[src/hw/rtl/pee_pkg.sv]
// Shared types and constants for the Paillier encrypt/decrypt unit.
package pee_pkg;

   localparam int N_BITS_DEF = 32;
   localparam int VAL_W      = 64;
   localparam int NUM_W      = 32;
   localparam int RAND_W     = 32;
   localparam int EU_T_W     = NUM_W + 2;
   localparam int NUM_CELLS  = 4;
   localparam int CELL_W     = $clog2(NUM_CELLS);
   localparam int STEPS      = 2 * VAL_W;
   localparam int STEP_W     = $clog2(STEPS);
   localparam int CSR_IDX_W  = 2;
   localparam int CSR_DATA_W = 64;

   localparam logic [CSR_IDX_W-1:0] CSR_MODULUS_N         = 2'd0;
   localparam logic [CSR_IDX_W-1:0] CSR_MODULUS_N_SQUARED = 2'd1;
   localparam logic [CSR_IDX_W-1:0] CSR_GENERATOR_G       = 2'd2;
   localparam logic [CSR_IDX_W-1:0] CSR_PRIVATE_LAMBDA    = 2'd3;

   typedef enum logic {
      OP_ENCRYPT = 1'b0,
      OP_DECRYPT = 1'b1
   } op_type;

   typedef enum logic {
      AU_MUL = 1'b0,
      AU_DIV = 1'b1
   } au_op_type;

   typedef struct packed {
      logic             start;
      au_op_type        op;
      logic [VAL_W-1:0] a;
      logic [VAL_W-1:0] b;
      logic [VAL_W-1:0] m;
   } au_cmd_type;

   typedef struct packed {
      logic             busy;
      logic             done;
      logic [VAL_W-1:0] rem;
      logic [VAL_W-1:0] quo;
   } au_sts_type;

   typedef enum logic [4:0] {
      ST_IDLE,
      ST_DISPATCH,
      ST_ENC_POW_R,
      ST_ENC_MUL,
      ST_ENC_MUL_W,
      ST_DEC_POW_G,
      ST_DEC_LG1_W,
      ST_DEC_LG2,
      ST_DEC_LG2_W,
      ST_EU_CHK,
      ST_EU_DIV_W,
      ST_EU_MUL,
      ST_EU_UPD,
      ST_EU_DONE,
      ST_DEC_POW_C,
      ST_DEC_LC_W,
      ST_DEC_MUL,
      ST_DEC_MUL_W,
      ST_POW_INIT,
      ST_POW_BASE_W,
      ST_POW_LOOP,
      ST_POW_ACC_W,
      ST_POW_SQ,
      ST_POW_SQ_W,
      ST_FINISH
   } state_type;

endpackage

[src/hw/rtl/pee_cell.sv]
// One ring cell: modular add of accumulator and addend, or doubling of the accumulator, registered.
module pee_cell (
   input  logic                   clock,
   input  logic                   en,
   input  logic                   dbl,
   input  logic [pee_pkg::VAL_W-1:0] addend,
   input  logic [pee_pkg::VAL_W-1:0] modulus,
   input  logic [pee_pkg::VAL_W-1:0] acc_in,
   output logic [pee_pkg::VAL_W-1:0] acc_ff,
   output logic                   sub
);
   import pee_pkg::*;

   logic [VAL_W:0]   sum;
   logic [VAL_W-1:0] acc_in_nxt;

   always_comb begin
      sum        = {1'b0, acc_in} + {1'b0, (dbl ? acc_in : addend)};
      sub        = (sum >= {1'b0, modulus});
      acc_in_nxt = sub ? VAL_W'(sum - {1'b0, modulus}) : sum[VAL_W-1:0];
   end

   always_ff @(posedge clock) begin
      if (en) begin
         acc_ff <= acc_in_nxt;
      end
   end
endmodule

[src/hw/rtl/pee_arith.sv]
// Modular multiply / divide unit built on a ring of add-reduce cells.
module pee_arith (
   input  logic                clock,
   input  logic                reset,
   input  pee_pkg::au_cmd_type cmd,
   output pee_pkg::au_sts_type sts
);
   import pee_pkg::*;

   logic              busy_ff, busy_in;
   logic              done_ff, done_in;
   logic [STEP_W-1:0] step_ff, step_in;
   au_op_type         op_ff, op_in;
   logic [VAL_W-1:0]  a_ff, a_in;
   logic [VAL_W-1:0]  b_ff, b_in;
   logic [VAL_W-1:0]  m_ff, m_in;
   logic [VAL_W-1:0]  q_ff, q_in;
   logic              hold_ff, hold_in;

   logic [VAL_W-1:0]     cell_acc [NUM_CELLS];
   logic [VAL_W-1:0]     cell_in  [NUM_CELLS];
   logic [NUM_CELLS-1:0] cell_sub;
   logic                 dbl;
   logic [VAL_W-1:0]     addend;
   logic                 sub_now;

   always_comb begin
      dbl = ~step_ff[0];
      if (dbl) begin
         addend = '0;
      end else if (op_ff == AU_MUL) begin
         addend = b_ff[VAL_W-1] ? a_ff : '0;
      end else begin
         addend = VAL_W'(b_ff[VAL_W-1]);
      end
      sub_now = cell_sub[step_ff[CELL_W-1:0]];
   end

   // item value walks the ring, one half step per cell
   genvar k;
   generate
      for (k = 0; k < NUM_CELLS; k++) begin : g_cell
         if (k == 0) begin : g_head
            assign cell_in[k] = (step_ff == '0) ? '0 : cell_acc[NUM_CELLS-1];
         end else begin : g_link
            assign cell_in[k] = cell_acc[k-1];
         end
         pee_cell u_cell (
            .clock   (clock),
            .en      (busy_ff),
            .dbl     (dbl),
            .addend  (addend),
            .modulus (m_ff),
            .acc_in  (cell_in[k]),
            .acc_ff  (cell_acc[k]),
            .sub     (cell_sub[k])
         );
      end
   endgenerate

   always_comb begin
      busy_in = busy_ff;
      done_in = 1'b0;
      step_in = step_ff;
      op_in   = op_ff;
      a_in    = a_ff;
      b_in    = b_ff;
      m_in    = m_ff;
      q_in    = q_ff;
      hold_in = hold_ff;
      if (cmd.start) begin
         busy_in = 1'b1;
         step_in = '0;
         op_in   = cmd.op;
         a_in    = cmd.a;
         b_in    = cmd.b;
         m_in    = cmd.m;
         q_in    = '0;
      end else if (busy_ff) begin
         step_in = step_ff + 1'b1;
         if (step_ff[0]) begin
            b_in = {b_ff[VAL_W-2:0], 1'b0};
            q_in = {q_ff[VAL_W-2:0], hold_ff | sub_now};
         end else begin
            hold_in = sub_now;
         end
         if (step_ff == STEP_W'(STEPS - 1)) begin
            busy_in = 1'b0;
            done_in = 1'b1;
         end
      end
   end

   always_ff @(posedge clock) begin
      if (reset) begin
         busy_ff <= 1'b0;
         done_ff <= 1'b0;
         step_ff <= '0;
      end else begin
         busy_ff <= busy_in;
         done_ff <= done_in;
         step_ff <= step_in;
      end
      op_ff   <= op_in;
      a_ff    <= a_in;
      b_ff    <= b_in;
      m_ff    <= m_in;
      q_ff    <= q_in;
      hold_ff <= hold_in;
   end

   assign sts.busy = busy_ff;
   assign sts.done = done_ff;
   assign sts.rem  = cell_acc[NUM_CELLS-1];
   assign sts.quo  = q_ff;

   a_done_pulse: assert property (@(posedge clock) disable iff (reset)
      done_ff |=> !done_ff)
      else $error("done longer than one cycle");
   a_last_step: assert property (@(posedge clock) disable iff (reset)
      (busy_ff && !cmd.start && step_ff == STEP_W'(STEPS - 1)) |=> (done_ff && !busy_ff))
      else $error("last step did not finish");
   a_start: assert property (@(posedge clock) disable iff (reset)
      cmd.start |=> (busy_ff && step_ff == '0))
      else $error("start not taken");
endmodule

[config.mk]
export PLATFORM = sky130hd
export DESIGN_NAME = pee_arith
export DESIGN_NICKNAME = d
export VERILOG_FILES = /design/src/hw/rtl/pee_pkg.sv /design/src/hw/rtl/pee_cell.sv /design/src/hw/rtl/pee_arith.sv
export SDC_FILE = /design/constraint.sdc
export NUM_CORES = 2
export LEC_CHECK = 0
export BUFFER_PORTS_ARGS = -buffer_cell sky130_fd_sc_hd__buf_4
export CORE_MARGIN = 3
export CORE_UTILIZATION = 45
export DETAILED_ROUTE_END_ITERATION = 10
export GPL_TIMING_DRIVEN = 0
export HOLD_SLACK_MARGIN = 0.08
export PLACE_DENSITY = 0.59
export SLEW_MARGIN = 30
export SYNTH_ARGS = -nofsm -noshare
export SYNTH_HDL_FRONTEND = slang
export SYNTH_SLANG_ARGS = --single-unit
[constraint.sdc]
create_clock -name clock -period 11.9 [get_ports clock]
set_input_delay 2.38 -clock clock [delete_from_list [all_inputs] [get_ports clock]]
set_output_delay 2.38 -clock clock [all_outputs]
set_load 0.02 [all_outputs]
==> metrics.csv <==
stage,metric,value,unit
run_status,outcome,completed,
synth,number of synthesized flops with an enable pin,450,
critical_path,"Top cell by count, worst path",clkbuf_2,
synth,Cell variety after synth,81,
synth,Synth area leader,edfxtp_1,
final_layout,post-layout instance area,58500,um2
timing,clock skew,0.0222,ns
timing,fin crit period,11.70,ns
min_path,Hold Crit Class,flop to flop,
final_layout,# nets final,7392,
synth,Async SR Flop Fraction,0,
final_layout,"most common cell after layout, fill and taps aside",nand2_1,
global_route,pin count of the biggest net entering global routing,67,
placement,dpl cell area,56100,um2
routing,final wirelength,208,mm
synth,largest cells by area after synthesis,"edfxtp_1, ha_1, o21ai_0",
timing,Fmax,85.4,MHz
routing,via count,49400,
global_route,"Remaining Overflow, GRT",0,
floorplan,Die Wd,343,um
final_layout,Area Overhead vs Synth,14.2,%
final_layout,# fillers,11000,
routing,drt pass-1 iters,6,
clock_network,Num CTS Buffers,70,
synth,Post-Syn Instances,6260,
synth,syn nets,6978,
routing,Routed Antenna Nets,0,
timing,worst slew pin tran,1.14,ns
final_layout,fraction of layout cells with a size suffix above 1,0.111,
floorplan,# rows,123,
routing,DR WL/cell,25.3,um
timing,RSZ-0062 raised after global routing,false,
critical_path,CP Class,flop to flop,
clock_network,setup bufs post-CTS,0,
critical_path,flop-to-flop setup slack,0.20,ns
placement,DP HPWL,171,mm
global_route,initial antenna violation count,7,
critical_path,"critical path fanouts, max",14,
global_route,first-pass GRT wire length,299,mm
run,# Max-Cap Violations,0,
timing,final setup vio count,0,
timing,Final Hold Viols,0,
critical_path,Worst path slowest cell,buf_2,
critical_path,Worst Path Arrival,12.11,ns
routing,Initial DRC Count,5278,
global_route,vias in the first global route,44800,
critical_path,Setup crit end kind,flop,
clock_network,clock root buffer,clkbuf_16,
clock_network,TritonCTS clock tree,done,
clock_network,clock buffer depth,3,
clock_network,"Reg clk slew, reported paths",0.06,ns
critical_path,"slowest stage delay, CP",0.55,ns
floorplan,DIE AREA,118000,um2
synth,Post-Synthesis Cell Area,51200,um2
clock_network,worst skew pair latency,0.67,ns
critical_path,crit path launch type,flop,
synth,"Seq/Total Area, Yosys",0.292,
clock_network,# clock sinks,523,
final_layout,most frequent cells in the layout,"nand2_1, o21ai_0, a21oi_1",
routing,Vias per Instance,6.00,
floorplan,I/O Pins,326,
placement,Placer Congestion,1.00,
final_layout,final core occ,0.519,
timing,Final period util,0.984,
timing,"Slew Viols, Final",0,
global_route,GRT Total Usage,0.341,
floorplan,core area,113000,um2
synth,synth warn,0,
synth,"Avg Cell Area, Syn",8.19,um2
critical_path,Worst EP required,12.31,ns
floorplan,Die H,343,um
routing,# DRC,0,
timing,Slew Limit Headroom,0.237,
clock_network,CTS H-tree depth,3,
synth,top-area cell type share of the netlist area,0.264,
synth,ys flop type,edfxtp_1,
synth,"flops & latches, synth",523,
placement,IO buf count,325,
floorplan,initial core utilization,0.454,
## cells in the mapped netlist, types with 57 or more instances
cell type    n
xor2_1     183
dfxtp_1     73
a211oi_1    57
inv_1      476
a21o_1     322
edfxtp_1   450
nor2_1     300
a21oi_1    628
nand2_1    733
and3_1      59
xnor2_1    301
mux2_2     121
o21bai_1    92
o21ai_0    694
nor3_1      59
buf_4       66
ha_1       514
a31oi_1     60
nand3_1    100
nand4_1    121
clkbuf_1   225
o21a_1      59
nor2b_1     59
## kinds of logic (layout without fill, tap and decap cells)
family | count (synthesis) | after routing | share of synthesized area
DFF | 523 | 523 | 0.292
muxes | 125 | 125 | 0.0274
buffers and inverters | 807 | 1277 | 0.0651
adders and majority gates | 522 | 522 | 0.129
AOI/OAI and AO/OA | 2191 | 2191 | 0.260
and+or+nand+nor | 1608 | 1608 | 0.144
xor gates and xnor gates | 484 | 484 | 0.0827
other | 0 | 6 | 0
## worst paths after layout
kind / from / to / cells past startpoint
worst max-delay path: step_ff[0] / g_cell[0].u_cell.acc_ff[41] / 35
worst min-delay path: q_ff[1] / q_ff[2] / 2
worst max register to register: step_ff[0] / g_cell[0].u_cell.acc_ff[41] / 35
worst min register to register: q_ff[1] / q_ff[2] / 2
## layer usage
layer | part of all wire | GRT usage | vias to the layer above
li1 | - | - | 23500
met5 | 0 | 0 | -
met1 | 0.44 | 0.485 | 23500
met3 | 0.091 | 0.0699 | 320
met2 | 0.42 | 0.503 | 2061
met4 | 0.048 | 0.137 | 0
## timing repair
item                                    in CTS  in global routing
endpoints found under the hold margin        0                  0
resized for setup                            5                 12
endpoints found under the setup margin     104                121
hold buffers                                 0                  0
## flip-flops by register name (all words and copies together) (netlist names)
register,flops
a_ff,64
b_ff,64
busy_ff,1
done_ff,1
g_cell.u_cell.acc_ff,256
hold_ff,1
m_ff,64
op_ff,1
q_ff,64
step_ff,7
## area by class of cell
| class | count | area (um2) | share of cell area |
|---|---|---|---|
| diodes | 6 | 15.0 | 0.000257 |
| clock buffers | 92 | 1960 | 0.0335 |
| repair buffers | 343 | 2810 | 0.0481 |
| multi-input cells | 4930 | 33100 | 0.566 |
| clock inverters | 36 | 374 | 0.00640 |
| plain buffers | 330 | 1570 | 0.0268 |
| inverters | 476 | 1790 | 0.0305 |
| well taps | 1500 | 1880 | 0.0321 |
| flip-flops and latches | 523 | 15000 | 0.256 |
## per-stage QoR
step	setup TNS (ns)	cells	setup slack [ns]	hold slack (ns)
after floorplan	0	6260	2.84	0.446
after global placement	-706.58	8085	-4.10	0.446
after detailed placement	-51.52	8103	-0.935	0.460
after CTS	0	8231	0.0372	0.468
after global routing	0	8230	0.0494	0.486
final	0	8236	0.195	0.467
## worst max-delay path, delay by kind of cell (launching register included)
| family | cells | cell delay [ns] |
|---|---|---|
| AO/OA/AOI/OAI | 15 | 4.39 |
| buffers and inverters | 9 | 3.35 |
| AND/OR/NAND/NOR | 6 | 1.40 |
| adder cells (fa/ha/maj) | 3 | 1.07 |
| flip-flops | 1 | 0.43 |
| multiplexers | 1 | 0.41 |
| XOR/XNOR | 1 | 0.23 |
Power is left out: the tool's default activity adds up to more than one toggle a clock period on the data nets, which glitch-free logic cannot reach.
